$ cat config.mk
export PLATFORM = sky130hd
export DESIGN_NAME = ring_buffer_frame_extractor_core
export DESIGN_NICKNAME = d
export VERILOG_FILES = /design/src/hw/rtl/rbfe_pkg.sv /design/src/hw/rtl/ring_buffer_frame_extractor_core.sv /design/src/hw/rtl/rbfe_ring.sv /design/src/hw/rtl/rbfe_ctrl.sv
export SDC_FILE = /design/constraint.sdc
export NUM_CORES = 2
export LEC_CHECK = 0
export ABC_AREA = 1
export BUFFER_PORTS_ARGS = -buffer_cell sky130_fd_sc_hd__buf_2
export CORE_ASPECT_RATIO = 0.7
export CORE_MARGIN = 2
export CORE_UTILIZATION = 35
export DETAILED_ROUTE_END_ITERATION = 6
export GPL_ROUTABILITY_DRIVEN = 0
export HOLD_SLACK_MARGIN = 0.02
export PLACE_DENSITY = 0.47
export SYNTH_ARGS = -nofsm -noshare
export SYNTH_HDL_FRONTEND = slang
export SYNTH_SLANG_ARGS = --single-unit
export TNS_END_PERCENT = 20
$ cat constraint.sdc
create_clock -name clock -period 12.17 [get_ports clock]
set_input_delay 1.217 -clock clock [delete_from_list [all_inputs] [get_ports clock]]
set_output_delay 1.217 -clock clock [all_outputs]
set_load 0.02 [all_outputs]
$ cat src/hw/rtl/rbfe_pkg.sv
// Shared types and constants of the ring buffer frame extractor.
// Holds the word formats, the settings record, register indexes and controller states.
// No dependencies.
`timescale 1ns / 1ps

package rbfe_pkg;

   localparam int RING_DEPTH_DEFAULT = 256;

   localparam int CSR_INDEX_W = 2;
   localparam int CSR_DATA_W  = 48;

   localparam logic [CSR_INDEX_W-1:0] CSR_START_MARKER   = 2'd0;
   localparam logic [CSR_INDEX_W-1:0] CSR_END_MARKER     = 2'd1;
   localparam logic [CSR_INDEX_W-1:0] CSR_COMMAND_CODES  = 2'd2;
   localparam logic [CSR_INDEX_W-1:0] CSR_BUSY_THRESHOLD = 2'd3;

   localparam logic [7:0] BUSY_THRESHOLD_RESET = 8'd20;

   localparam int CODE_DB      = 0;
   localparam int CODE_DB_FAST = 1;
   localparam int CODE_RX_DB   = 2;
   localparam int CODE_SERIAL  = 3;
   localparam int CODE_COUNTER = 4;
   localparam int CODE_MONITOR = 5;

   localparam logic [7:0] LEN_RX_DB   = 8'd12;
   localparam logic [7:0] LEN_SERIAL  = 8'd19;
   localparam logic [7:0] LEN_COUNTER = 8'd9;
   localparam logic [7:0] LEN_MONITOR = 8'd8;
   localparam logic [7:0] LEN_OTHER   = 8'd7;
   localparam logic [7:0] LEN_DB_BASE = 8'd8;

   localparam logic CMD_STORE = 1'b0;
   localparam logic CMD_POLL  = 1'b1;

   typedef struct packed {
      logic       cmd;
      logic [7:0] rx_byte;
   } req_type;

   typedef struct packed {
      logic       ready_res;
      logic       frame_ok;
      logic [7:0] frame_start;
      logic [7:0] frame_length;
      logic [7:0] frame_command;
      logic [7:0] arg_count;
      logic [7:0] monitor_param;
      logic       overflow;
   } rsp_type;

   typedef struct packed {
      logic [23:0] start_marker;
      logic [23:0] end_marker;
      logic [47:0] command_codes;
      logic [7:0]  busy_threshold;
   } cfg_type;

   typedef struct packed {
      logic       wr_en;
      logic [7:0] wr_addr;
      logic [7:0] wr_data;
      logic       rd_en;
      logic [7:0] rd_addr;
   } mem_cmd_type;

   typedef enum logic [11:0] {
      ST_IDLE     = 12'b0000_0000_0001,
      ST_STORE    = 12'b0000_0000_0010,
      ST_POLL     = 12'b0000_0000_0100,
      ST_SKIP_RD  = 12'b0000_0000_1000,
      ST_SKIP_CHK = 12'b0000_0001_0000,
      ST_HDR_RD   = 12'b0000_0010_0000,
      ST_HDR_CHK  = 12'b0000_0100_0000,
      ST_LEN      = 12'b0000_1000_0000,
      ST_END_SET  = 12'b0001_0000_0000,
      ST_END_RD   = 12'b0010_0000_0000,
      ST_END_CHK  = 12'b0100_0000_0000,
      ST_FINISH   = 12'b1000_0000_0000
   } state_type;

   function automatic logic [7:0] code_byte(logic [47:0] codes, int k);
      return codes[8*k +: 8];
   endfunction

endpackage

$ cat src/hw/rtl/ring_buffer_frame_extractor_core.sv
// Top level of the ring buffer frame extractor: settings registers, ring and sequencer.
// Depends on rbfe_pkg, rbfe_ring and rbfe_ctrl.
//
// Each request word either stores one received byte into the ring (cmd 0) or polls the
// frame search (cmd 1); every request yields exactly one response word. A poll updates
// the ready flag, skips to the first start byte, checks the start markers, derives the
// frame length from the command and count bytes and checks the end markers. A good
// frame is reported and consumed; a bad one advances the read index by one.
// One request is worked on at a time, and req_stall is high while it is in progress.
// A store goes through the store and finish states before its response is loaded. A
// poll reads the ring one byte at a time through its single read port: it tests for an
// empty ring and reads the first byte, then reads and checks each skipped byte, reads
// the header, derives the frame length, reads the end markers and loads the response.
// The sequencer then returns to idle, where the next request is taken.
// The response sits in an output register; a new request is accepted while it waits,
// and a stalled receiver only holds the sequencer once the next response is ready.
// Settings must be written through the csr port while idle; the block does not enforce it.
// Synchronous reset empties the ring, sets ready and loads the default settings; the
// ring contents themselves are not cleared.
`timescale 1ns / 1ps

module ring_buffer_frame_extractor_core #(
   parameter int RING_DEPTH = rbfe_pkg::RING_DEPTH_DEFAULT
) (
   input  logic                                 clock,
   input  logic                                 reset,
   input  logic                                 req_valid,
   output logic                                 req_stall,
   input  rbfe_pkg::req_type                    req_data,
   output logic                                 rsp_valid,
   input  logic                                 rsp_stall,
   output rbfe_pkg::rsp_type                    rsp_data,
   input  logic                                 csr_wr_en,
   input  logic [rbfe_pkg::CSR_INDEX_W-1:0]     csr_index,
   input  logic [rbfe_pkg::CSR_DATA_W-1:0]      csr_wdata
);
   import rbfe_pkg::*;

   cfg_type     cfg_ff, cfg_in;
   mem_cmd_type mem_cmd;
   logic [7:0]  mem_rdata;

   always_comb begin
      cfg_in = cfg_ff;
      if (csr_wr_en) begin
         case (csr_index)
            CSR_START_MARKER:   cfg_in.start_marker   = csr_wdata[23:0];
            CSR_END_MARKER:     cfg_in.end_marker     = csr_wdata[23:0];
            CSR_COMMAND_CODES:  cfg_in.command_codes  = csr_wdata[47:0];
            CSR_BUSY_THRESHOLD: cfg_in.busy_threshold = csr_wdata[7:0];
            default:            cfg_in = cfg_ff;
         endcase
      end
   end

   always_ff @(posedge clock) begin
      if (reset) begin
         cfg_ff.start_marker   <= '0;
         cfg_ff.end_marker     <= '0;
         cfg_ff.command_codes  <= '0;
         cfg_ff.busy_threshold <= BUSY_THRESHOLD_RESET;
      end else begin
         cfg_ff <= cfg_in;
      end
   end

   rbfe_ring #(
      .RING_DEPTH (RING_DEPTH)
   ) u_ring (
      .clock   (clock),
      .mem_cmd (mem_cmd),
      .rd_data (mem_rdata)
   );

   rbfe_ctrl #(
      .RING_DEPTH (RING_DEPTH)
   ) u_ctrl (
      .clock     (clock),
      .reset     (reset),
      .req_valid (req_valid),
      .req_stall (req_stall),
      .req_data  (req_data),
      .rsp_valid (rsp_valid),
      .rsp_stall (rsp_stall),
      .rsp_data  (rsp_data),
      .cfg       (cfg_ff),
      .mem_cmd   (mem_cmd),
      .mem_rdata (mem_rdata)
   );

endmodule

$ cat src/hw/rtl/rbfe_ring.sv
// Receive ring storage: one write port and one read port with registered read data.
// Depends on rbfe_pkg for the access command format.
`timescale 1ns / 1ps

module rbfe_ring #(
   parameter int RING_DEPTH = rbfe_pkg::RING_DEPTH_DEFAULT
) (
   input  logic                  clock,
   input  rbfe_pkg::mem_cmd_type mem_cmd,
   output logic [7:0]            rd_data
);
   import rbfe_pkg::*;

   localparam int IDX_W = $clog2(RING_DEPTH);

   logic [7:0] ring_mem [RING_DEPTH];
   logic [7:0] rd_data_ff;

   always_ff @(posedge clock) begin
      if (mem_cmd.wr_en) begin
         ring_mem[mem_cmd.wr_addr[IDX_W-1:0]] <= mem_cmd.wr_data;
      end
      if (mem_cmd.rd_en) begin
         rd_data_ff <= ring_mem[mem_cmd.rd_addr[IDX_W-1:0]];
      end
   end

   assign rd_data = rd_data_ff;

endmodule

$ cat src/hw/rtl/rbfe_ctrl.sv
// Sequencer of the frame extractor: ring pointers, frame search and the result register.
// Depends on rbfe_pkg; drives the access port of rbfe_ring.
`timescale 1ns / 1ps

module rbfe_ctrl #(
   parameter int RING_DEPTH = rbfe_pkg::RING_DEPTH_DEFAULT
) (
   input  logic                  clock,
   input  logic                  reset,
   input  logic                  req_valid,
   output logic                  req_stall,
   input  rbfe_pkg::req_type     req_data,
   output logic                  rsp_valid,
   input  logic                  rsp_stall,
   output rbfe_pkg::rsp_type     rsp_data,
   input  rbfe_pkg::cfg_type     cfg,
   output rbfe_pkg::mem_cmd_type mem_cmd,
   input  logic [7:0]            mem_rdata
);
   import rbfe_pkg::*;

   localparam int IDX_W = $clog2(RING_DEPTH);
   localparam logic [IDX_W:0]   DEPTH_W = (IDX_W + 1)'(RING_DEPTH);
   localparam logic [IDX_W-1:0] FULL_FILL = IDX_W'(RING_DEPTH - 1);
   localparam logic [IDX_W-1:0] MIN_HDR_FILL = IDX_W'(4);

   function automatic logic [IDX_W-1:0] add_wrap(logic [IDX_W-1:0] a, logic [IDX_W-1:0] b);
      logic [IDX_W:0] s;
      s = {1'b0, a} + {1'b0, b};
      if (s >= DEPTH_W) begin
         s = s - DEPTH_W;
      end
      return s[IDX_W-1:0];
   endfunction

   function automatic logic [IDX_W-1:0] sub_wrap(logic [IDX_W-1:0] a, logic [IDX_W-1:0] d);
      logic [IDX_W:0] s;
      s = {1'b0, a} + DEPTH_W - {1'b0, d};
      if (s >= DEPTH_W) begin
         s = s - DEPTH_W;
      end
      return s[IDX_W-1:0];
   endfunction

   state_type        state_ff, state_in;
   logic [IDX_W-1:0] rd_ff, rd_in;
   logic [IDX_W-1:0] wr_ff, wr_in;
   logic             ready_ff, ready_in;
   logic [7:0]       argc_ff, argc_in;
   logic [7:0]       param_ff, param_in;
   req_type          item_ff, item_in;
   logic             ok_ff, ok_in;
   logic             ovf_ff, ovf_in;
   logic [IDX_W-1:0] fstart_ff, fstart_in;
   logic [7:0]       len_ff, len_in;
   logic [7:0]       cmd_ff, cmd_in;
   logic [7:0]       count_ff, count_in;
   logic [IDX_W-1:0] endpos_ff, endpos_in;
   logic [2:0]       step_ff, step_in;
   logic             rsp_valid_ff, rsp_valid_in;
   rsp_type          rsp_data_ff, rsp_data_in;

   logic [IDX_W-1:0] fill;
   logic [7:0]       start_byte;
   logic [7:0]       end_byte;

   assign fill       = sub_wrap(wr_ff, rd_ff);
   assign start_byte = cfg.start_marker[8*step_ff +: 8];
   assign end_byte   = cfg.end_marker[8*step_ff +: 8];

   always_comb begin
      state_in     = state_ff;
      rd_in        = rd_ff;
      wr_in        = wr_ff;
      ready_in     = ready_ff;
      argc_in      = argc_ff;
      param_in     = param_ff;
      item_in      = item_ff;
      ok_in        = ok_ff;
      ovf_in       = ovf_ff;
      fstart_in    = fstart_ff;
      len_in       = len_ff;
      cmd_in       = cmd_ff;
      count_in     = count_ff;
      endpos_in    = endpos_ff;
      step_in      = step_ff;
      rsp_valid_in = rsp_valid_ff && rsp_stall;
      rsp_data_in  = rsp_data_ff;
      mem_cmd      = '0;

      case (state_ff)
         ST_IDLE: begin
            if (req_valid) begin
               item_in  = req_data;
               ok_in    = 1'b0;
               ovf_in   = 1'b0;
               state_in = (req_data.cmd == CMD_POLL) ? ST_POLL : ST_STORE;
            end
         end
         ST_STORE: begin
            if (fill == FULL_FILL) begin
               ovf_in = 1'b1;
            end else begin
               mem_cmd.wr_en   = 1'b1;
               mem_cmd.wr_addr = 8'(wr_ff);
               mem_cmd.wr_data = item_ff.rx_byte;
               wr_in           = add_wrap(wr_ff, IDX_W'(1));
            end
            state_in = ST_FINISH;
         end
         ST_POLL: begin
            if (rd_ff == wr_ff) begin
               state_in = ST_FINISH;
            end else begin
               ready_in = (9'(fill) <= 9'(cfg.busy_threshold));
               state_in = ST_SKIP_RD;
            end
         end
         ST_SKIP_RD: begin
            if (rd_ff == wr_ff) begin
               state_in = ST_FINISH;
            end else begin
               mem_cmd.rd_en   = 1'b1;
               mem_cmd.rd_addr = 8'(rd_ff);
               state_in        = ST_SKIP_CHK;
            end
         end
         ST_SKIP_CHK: begin
            if (mem_rdata == cfg.start_marker[7:0]) begin
               if (fill > MIN_HDR_FILL) begin
                  step_in  = 3'd1;
                  state_in = ST_HDR_RD;
               end else begin
                  state_in = ST_FINISH;
               end
            end else begin
               rd_in    = add_wrap(rd_ff, IDX_W'(1));
               state_in = ST_SKIP_RD;
            end
         end
         ST_HDR_RD: begin
            mem_cmd.rd_en   = 1'b1;
            mem_cmd.rd_addr = 8'(add_wrap(rd_ff, IDX_W'(step_ff)));
            state_in        = ST_HDR_CHK;
         end
         ST_HDR_CHK: begin
            if (step_ff == 3'd1 || step_ff == 3'd2) begin
               if (mem_rdata == start_byte) begin
                  step_in  = step_ff + 3'd1;
                  state_in = ST_HDR_RD;
               end else begin
                  rd_in    = add_wrap(rd_ff, IDX_W'(1));
                  state_in = ST_FINISH;
               end
            end else if (step_ff == 3'd3) begin
               cmd_in   = mem_rdata;
               step_in  = 3'd4;
               state_in = ST_HDR_RD;
            end else begin
               count_in = mem_rdata;
               state_in = ST_LEN;
            end
         end
         ST_LEN: begin
            if (cmd_ff == code_byte(cfg.command_codes, CODE_DB) ||
                cmd_ff == code_byte(cfg.command_codes, CODE_DB_FAST)) begin
               len_in  = {count_ff[6:0], 1'b0} + LEN_DB_BASE;
               argc_in = count_ff;
            end else if (cmd_ff == code_byte(cfg.command_codes, CODE_RX_DB)) begin
               len_in = LEN_RX_DB;
            end else if (cmd_ff == code_byte(cfg.command_codes, CODE_SERIAL)) begin
               len_in = LEN_SERIAL;
            end else if (cmd_ff == code_byte(cfg.command_codes, CODE_COUNTER)) begin
               len_in = LEN_COUNTER;
            end else if (cmd_ff == code_byte(cfg.command_codes, CODE_MONITOR)) begin
               len_in   = LEN_MONITOR;
               param_in = count_ff;
            end else begin
               len_in = LEN_OTHER;
            end
            state_in = ST_END_SET;
         end
         ST_END_SET: begin
            if (9'(fill) >= 9'(len_ff)) begin
               endpos_in = add_wrap(rd_ff, IDX_W'(len_ff));
               step_in   = 3'd0;
               state_in  = ST_END_RD;
            end else begin
               state_in = ST_FINISH;
            end
         end
         ST_END_RD: begin
            mem_cmd.rd_en   = 1'b1;
            mem_cmd.rd_addr = 8'(sub_wrap(endpos_ff, IDX_W'(3'd3 - step_ff)));
            state_in        = ST_END_CHK;
         end
         ST_END_CHK: begin
            if (mem_rdata != end_byte) begin
               rd_in    = add_wrap(rd_ff, IDX_W'(1));
               state_in = ST_FINISH;
            end else if (step_ff == 3'd2) begin
               ok_in     = 1'b1;
               fstart_in = rd_ff;
               rd_in     = endpos_ff;
               state_in  = ST_FINISH;
            end else begin
               step_in  = step_ff + 3'd1;
               state_in = ST_END_RD;
            end
         end
         ST_FINISH: begin
            if (!rsp_valid_ff || !rsp_stall) begin
               rsp_valid_in              = 1'b1;
               rsp_data_in.ready_res     = ready_ff;
               rsp_data_in.frame_ok      = ok_ff;
               rsp_data_in.frame_start   = ok_ff ? 8'(fstart_ff) : 8'd0;
               rsp_data_in.frame_length  = ok_ff ? len_ff : 8'd0;
               rsp_data_in.frame_command = ok_ff ? cmd_ff : 8'd0;
               rsp_data_in.arg_count     = argc_ff;
               rsp_data_in.monitor_param = param_ff;
               rsp_data_in.overflow      = ovf_ff;
               state_in                  = ST_IDLE;
            end
         end
         default: begin
            state_in = ST_IDLE;
         end
      endcase
   end

   always_ff @(posedge clock) begin
      if (reset) begin
         state_ff     <= ST_IDLE;
         rd_ff        <= '0;
         wr_ff        <= '0;
         ready_ff     <= 1'b1;
         argc_ff      <= '0;
         param_ff     <= '0;
         rsp_valid_ff <= 1'b0;
      end else begin
         state_ff     <= state_in;
         rd_ff        <= rd_in;
         wr_ff        <= wr_in;
         ready_ff     <= ready_in;
         argc_ff      <= argc_in;
         param_ff     <= param_in;
         rsp_valid_ff <= rsp_valid_in;
      end
   end

   always_ff @(posedge clock) begin
      item_ff     <= item_in;
      ok_ff       <= ok_in;
      ovf_ff      <= ovf_in;
      fstart_ff   <= fstart_in;
      len_ff      <= len_in;
      cmd_ff      <= cmd_in;
      count_ff    <= count_in;
      endpos_ff   <= endpos_in;
      step_ff     <= step_in;
      rsp_data_ff <= rsp_data_in;
   end

   assign req_stall = (state_ff != ST_IDLE);
   assign rsp_valid = rsp_valid_ff;
   assign rsp_data  = rsp_data_ff;

   assert property (@(posedge clock) disable iff (reset)
      mem_cmd.wr_en |-> (state_ff == ST_STORE && fill != FULL_FILL))
      else $error("Ring written outside a store or into a full ring.");

   assert property (@(posedge clock) disable iff (reset)
      (state_ff == ST_SKIP_CHK || state_ff == ST_HDR_CHK || state_ff == ST_END_CHK)
      |-> $past(mem_cmd.rd_en))
      else $error("Read data checked without a read issued in the cycle before.");

   assert property (@(posedge clock) disable iff (reset)
      (state_ff == ST_STORE) |=> $stable(rd_ff))
      else $error("A store moved the read index.");

   assert property (@(posedge clock) disable iff (reset)
      ({1'b0, rd_ff} < DEPTH_W) && ({1'b0, wr_ff} < DEPTH_W))
      else $error("Ring index beyond the ring depth.");

endmodule
# Yosys cells after proc, flatten, opt, wreduce, memory -nomap -nowiden
# Memory sizes are Yosys's and may differ from the RTL's. A register that Yosys moved wholly into a read port is not among the register bits.
# Index checks and enable logic that the tools add are counted.
dict set report totals {
  in_bits 64
  wordCells 195
  out_inout_bits 45
  regBits 246
  n_memories 1
  ram_bits 2048
}
# name words width read_ports rd_clocked_by_memory_dff wr line_no
set memory_table {}
lappend memory_table {u_ring.ring_mem 256 8 1 1 1 rbfe_ring.sv:16} ;# logic [7:0] ring_mem [RING_DEPTH];
dict set report op_classes {
  order_cmp 9
  reduce_logical 30
  addsub 17
  n_eq_ne 45
  n_bitwise 9
  mux 54
  shift 2
}
# cell count
set op_table {}
lappend op_table {{$pmux 12 s12} 1}
lappend op_table {{$mux 12} 11}
lappend op_table {{$mux 8} 16}
lappend op_table {{$eq 8x8->1} 9}
lappend op_table {{$ge 9x9->1 const B} 6}
lappend op_table {{$shiftx 24x7->8} 2}
lappend op_table {{$sub 8x1->8 const B} 6}
lappend op_table {{$mux 17} 2}
lappend op_table {{$mux 3} 9}
lappend op_table {{$pmux 9 s3} 1}
lappend op_table {{$pmux 8 s3} 1}
lappend op_table {{$reduce_and 2->1} 11}
lappend op_table {{$add 8x1->9 const B} 2}
lappend op_table {{$add 8x9->9 const B} 2}
lappend op_table {{$sub 9x8->9} 2}
lappend op_table {{$ne 2x1->1 const B} 7}
lappend op_table {{$eq 12x1->1 const B} 1}
lappend op_table {{$eq 12x10->1 const B} 1}
lappend op_table {{$eq 12x11->1 const B} 1}
lappend op_table {{$eq 12x12->1 const B} 1}
lappend op_table {{$eq 12x2->1 const B} 1}
lappend op_table {{$eq 12x3->1 const B} 1}
lappend op_table {{$eq 12x4->1 const B} 1}
lappend op_table {{$eq 12x5->1 const B} 1}
lappend op_table {{other kinds (40)} 70}

# Logic depth before layout (Yosys ltp)
dict set report logic_depth {
  ltp_word 9
  mapped_depth 24
  mapped_depth_nobuf 21
}

# By module
# Synthesis repeated with hierarchy kept, for this count alone.
dict set report hier_totals {
  hier_cells 8824
  area_unflattened_um2 96701.5
}
# module area_per_inst_um2 seq_area_each_um2 instances cells_each
set by_module_without_submodules {}
lappend by_module_without_submodules {rbfe_ring 83476.3 61739.2 1 7003}
lappend by_module_without_submodules {rbfe_ctrl 8911.0 3803.6 1 1155}
lappend by_module_without_submodules {ring_buffer_frame_extractor_core 4314.1 2082.0 1 666}

# Worst setup path after synthesis
# No wires, ideal clock.
dict set report synth_path {
  path_type {flip-flop to flip-flop}
  from {register u_ctrl.rd_ff[0]}
  to {memory u_ring.ring_mem[0][0] (data pin)}
  required_time_ns 10.777
  path_buffers 2
  slack_ns 2.651
  synth_period_minus_slack_ns 9.519
  arrival_time_ns 8.126
  path_stages_with_launch 15
  setup_time_ns 1.393
  cell_sequence {dfxtp_1 ha_1 inv_1 fa_1 nand3_1 nand2_1 a21oi_1 nor2_1 nor2_1 xnor2_1 nand3_1 nand2_2 buf_2 clkbuf_1 nor2_1}
}
# element line_no
set synth_rtl {}
lappend synth_rtl {{start, declared} rbfe_ctrl.sv:46} ;# logic [IDX_W-1:0] rd_ff, rd_in;
lappend synth_rtl {{start signal, assigned} rbfe_ctrl.sv:242} ;# rd_ff <= rd_in;
lappend synth_rtl {{end, declared} rbfe_ring.sv:16}

# Worst setup path in the final report
dict set report layout_path {
  from {register u_ctrl.step_ff[0]}
  to {register u_ring.rd_data_ff[3] (netlist: u_ring.rd_data[3]), read port of u_ring.ring_mem (data pin)}
}
dict set report layout_via {
  elab_chain_len 5
  word_cells_on_any_way 10
  cone_classes {add/sub (5); order compare (2); mux (3)}
}
# element line_no
set layout_lines {}
lappend layout_lines {{start, declared} rbfe_ctrl.sv:59} ;# logic [2:0] step_ff, step_in;
lappend layout_lines {{start signal, assigned} rbfe_ctrl.sv:260} ;# step_ff <= step_in;
lappend layout_lines {{$sub 2x3->4} rbfe_ctrl.sv:194} ;# mem_cmd.rd_addr = 8'(sub_wrap(endpos_ff, IDX_W'(3'd3 - step_ff)));
lappend layout_lines {{$sub 9x8->9} rbfe_ctrl.sv:38} ;# s = {1'b0, a} + DEPTH_W - {1'b0, d};
lappend layout_lines {{$sub 8x1->8 or $ge 9x9->1 (tied branches)} {rbfe_ctrl.sv:40, rbfe_ctrl.sv:39}}
lappend layout_lines {{$mux 8} rbfe_ctrl.sv:39} ;# if (s >= DEPTH_W) begin
lappend layout_lines {{$pmux 9 s3 *} rbfe_ctrl.sv:91} ;# case (state_ff)
lappend layout_lines {{end, declared} rbfe_ring.sv:17} ;# logic [7:0] rd_data_ff;
# Every way passes the cells marked *; elsewhere a longest branch is shown, timed or not.
# A chain may end at the register's enable or synchronous reset.

==> run summary <==
Counting every instance in the synthesized netlist gives 9249. The initial utilization of the core area, before any placement, comes to 35.1%. The number of cells traversed by the worst hold path came out at 0. The minimum clock period after layout came out at 6.39 ns. After clock tree synthesis, the clock-pin slew on the worst setup and hold paths is 0.07 ns. The average instance area after synthesis is 10.9 um^2. The capture instance of the worst register-to-register path is u_ring.rd_data[3]. The vias per cell is 5.37. The TritonCTS sink count came out at 2302. The overall routed net length is 332000 um.

Global routing finished with a remaining overflow of 0. The area of placed instances is 105000 um^2. The post-synthesis net count came out at 9364. The via count of the first global-routing pass is 66600. The insertion delay of the later-clocked pin in the worst-skew pair is 0.90 ns. The highest clock frequency the design can meet came out at 0.156 GHz.

The half-perimeter wire length of the detailed placement result is 192000 um. The count of standard-cell rows came out at 165. The source of the worst hold timing path is u_ctrl.param_ff[0]. The initial DRC count came out at 7961. The horizontal extent of the die came out at 647 um. The normalized max-slew margin came out at 17.1%. The share of the cycle needed by the critical path after routing is 52.5%. Ranked by total cell area, the synthesized netlist is headed by edfxtp_1, nand3_1, nand2_1. The path class of the tightest hold or removal check is reg2reg.

The routed length per placed instance is 25.3 um. Global routing consumed, over all layers together, 22.2% of the routing resources. The sequential element share of the synthesized area came out at 66.9%. The number of flops mapped to enable cells by yosys is 2152.

The number of nets still failing antenna checks after routing is 0. VDD sags by at most 0.147 mV. The vertical extent of the die is 454 um. The most used cell along the critical path is nand3_1.

STA classifies the critical path startpoint as a flip-flop. The number of placed instances, taps included, is 12700. For hold timing, the worst endpoint is u_ctrl.rsp_data[1]. The largest area contributor in the netlist is edfxtp_1. STA classifies the critical path endpoint as a flip-flop. The number of buffers inserted by hold repair at cts is 0. The fraction of registers with async set/reset is 0%. TritonCTS built the clock tree. The slowest library cell on the worst path is buf_4. The maximum number of pins on one net before global-route repair is 204. The post-CTS repair timing setup buffer count came out at 0. The power per cell area is 142 nW/um^2. In this run the register-to-register setup slack is 5.78 ns. The worst setup path is of the reg2reg kind. The count of buffering cells on the critical path with inverters included came out at 5. Grouping stages by cell kind, the critical path spends the most delay in buffers and inverters. The path depth of the worst reg2reg path is 17.

The highest cell delay on the worst timing path came out at 0.91 ns. The routed layout has 70500 vias. Summing all non-filler instances in the final layout gives an area of 112000 um^2. The buffer levels on the longest clock path is 4. After filler insertion, the fill cell instance count of the layout stands at 28000. The region available for standard cell placement spans 288000 um^2.

The number of hold violations in the final report is 0. The setup TNS came out at 0 ns. After synthesis the netlist holds a flip-flop and latch count of 2302.

The die covers 293000 um^2. The final number of setup-violating endpoints came out at 0. Of the post-synthesis cell area, the dominant cell type holds 63.9%.

The length of the first detailed-routing pass in iterations came out at 6. The initial antenna violation count is 15. The number of remaining DRC errors came out at 0. The tool flagged a number of max-cap violations equal to 0. The leakage power of the design came out at 42.0 nW. The slew at the pin closest to its max-slew limit is 1.24 ns.

Relative to the synthesized area, the layout overhead comes to 11.1%. In the synthesized netlist, the cells that appear most often are edfxtp_1, nand3_1, nand2_1. Yosys printed 0 warnings. The H-tree level count is 4. The flow ran to the end, and the final reports show no timing, DRC or antenna violations. The synthesized area is 101000 um^2.

In this run the critical register-to-register path is launched from u_ctrl.step_ff[0]. Setup repair after global routing left no endpoint under its margin. After clock tree synthesis, the repair step resized 0 gates. The critical path goes through buf_4, ha_1, nand3_1, nand2_1, inv_8, buf_4, buf_4, buf_12, nand3b_1, nand3_1, nand3_1, nand3_1, nand3_1, nand3_1, nand3_1, nand3_1, nand2_1.

The most used flip-flop cell after synthesis is edfxtp_1. The number of top-level pins came out at 109. TritonCTS created 231 clock buffers. The netlist uses 56 different library cells. The clock tree skew after final layout is 0.0654 ns. The final max-slew violation count is 0. CTS placed an instance of clkbuf_16 at the clock tree root. The number of nets in the finished design came out at 9217. The first global-routing pass estimated 480000 um of wire. The final non-filler cell total is 13100.

The arrival time of data at the critical path endpoint came out at 7.03 ns. The required time at the worst-slack endpoint came out at 12.80 ns. In this run the worst path has a maximum fanout of 189. The share of final-layout standard cells stronger than drive strength 1 is 7.01%. By instance count, the leading cell after synthesis is edfxtp_1. The count of input and output buffers came out at 108.
-- placed cells by master, fill, tap and decap left out, types with 5 or more instances in the layout --
cell,n
nand3_1,2100
diode_2,5
inv_2,13
a21oi_1,139
clkinvlp_4,5
buf_12,15
nand3b_1,509
nand4_1,18
xnor2_1,9
clkbuf_16,239
o211ai_1,161
bufinv_16,21
edfxtp_1,2152
nand2_2,17
nor2_4,13
nor3_2,5
buf_2,108
o22ai_1,7
nor4_1,13
ha_1,47
clkinv_1,49
clkbuf_1,56
buf_4,117
clkinv_2,38
nand2_1,1494
inv_1,942
xor2_1,47
nor2_1,477
o21ai_0,206
nor2_2,11
clkinv_4,5
nor3_1,19
o21ai_1,7
a31oi_1,7
dfxtp_1,150
-- cell type report --
| cell class | count | area, um^2 | area share, % |
|---|---|---|---|
| clock buffer | 299 | 6250 | 5.56 |
| inverter | 966 | 3650 | 3.25 |
| tap | 3841 | 4810 | 4.28 |
| sequential | 2302 | 67600 | 60.2 |
| clock inverter | 118 | 1120 | 0.997 |
| multi-input combinational | 5361 | 27200 | 24.2 |
| antenna | 5 | 12.5 | 0.0111 |
| timing repair buffer | 240 | 1720 | 1.53 |
-- registers in the layout (all words and copies together) (netlist names), 12 cells and up --
| signal | flops |
|---|---|
| u_ctrl.rsp_data | 43 |
| u_ring.ring_mem | 2048 |
| cfg_ff | 104 |
| u_ctrl.state_ff | 12 |
-- per-stage QoR --
stage	power [W]	utilization (%)	hold WS, ns	setup slack (ns)
2_1_floorplan	0.00884	-	0.400	2.65
3_3_place_gp	0.00890	36.4	0.422	5.93
3_5_place_dp	0.00890	36.4	0.415	6.06
4_1_cts	0.0161	39.0	0.431	6.02
5_1_grt	0.0164	39.0	0.438	5.57
6_report	0.0159	39.0	0.432	5.78
-- worst max path at each step --
stage,slack (ns),startpoint,cells past startpoint,endpoint
2_1_floorplan,2.65,u_ctrl.rd_ff[0],14,u_ring.ring_mem[0][0]
3_3_place_gp,5.93,u_ctrl.rd_ff[0],14,u_ring.ring_mem[99][1]
3_5_place_dp,6.06,u_ctrl.rd_ff[0],14,u_ring.ring_mem[99][1]
4_1_cts,6.02,u_ctrl.rd_ff[1],13,u_ring.ring_mem[99][1]
5_1_grt,5.57,u_ctrl.step_ff[0],17,u_ring.rd_data[3]
6_report,5.78,u_ctrl.step_ff[0],17,u_ring.rd_data[3]
-- power by group --
group | leakage, nW | switching (W) | internal [W]
sequential | 25.0 | 0.0000156 | 0.00857
combinational | 13.4 | 0.000110 | 0.0000367
clock | 3.60 | 0.00314 | 0.00405
total | 42.0 | 0.00327 | 0.0127
-- kinds of logic (layout without fill, tap and decap cells) --
| family | count (synthesis) | after routing | synth area share (%) |
|---|---|---|---|
| other | 0 | 5 | 0 |
| adders and majority gates | 51 | 51 | 0.661 |
| DFF | 2302 | 2302 | 66.9 |
| and+or+nand+nor | 4696 | 4696 | 22.2 |
| buffers and inverters | 1586 | 1623 | 6.50 |
| AOI/OAI and AO/OA | 557 | 557 | 3.28 |
| xor gates and xnor gates | 57 | 57 | 0.501 |
-- routing by layer --
layer  vias to the layer above  track usage [%]  part of all wire (%)  wire, um
li1                      32000                -                     -         -
met1                     35400             34.4                    48    159000
met2                      2694             31.1                    41    136000
met3                       427             5.18                   9.1     30100
met4                         4             4.87                   2.1      7090
met5                         -                0                0.0081        27
(Power assumes the default switching activity.)
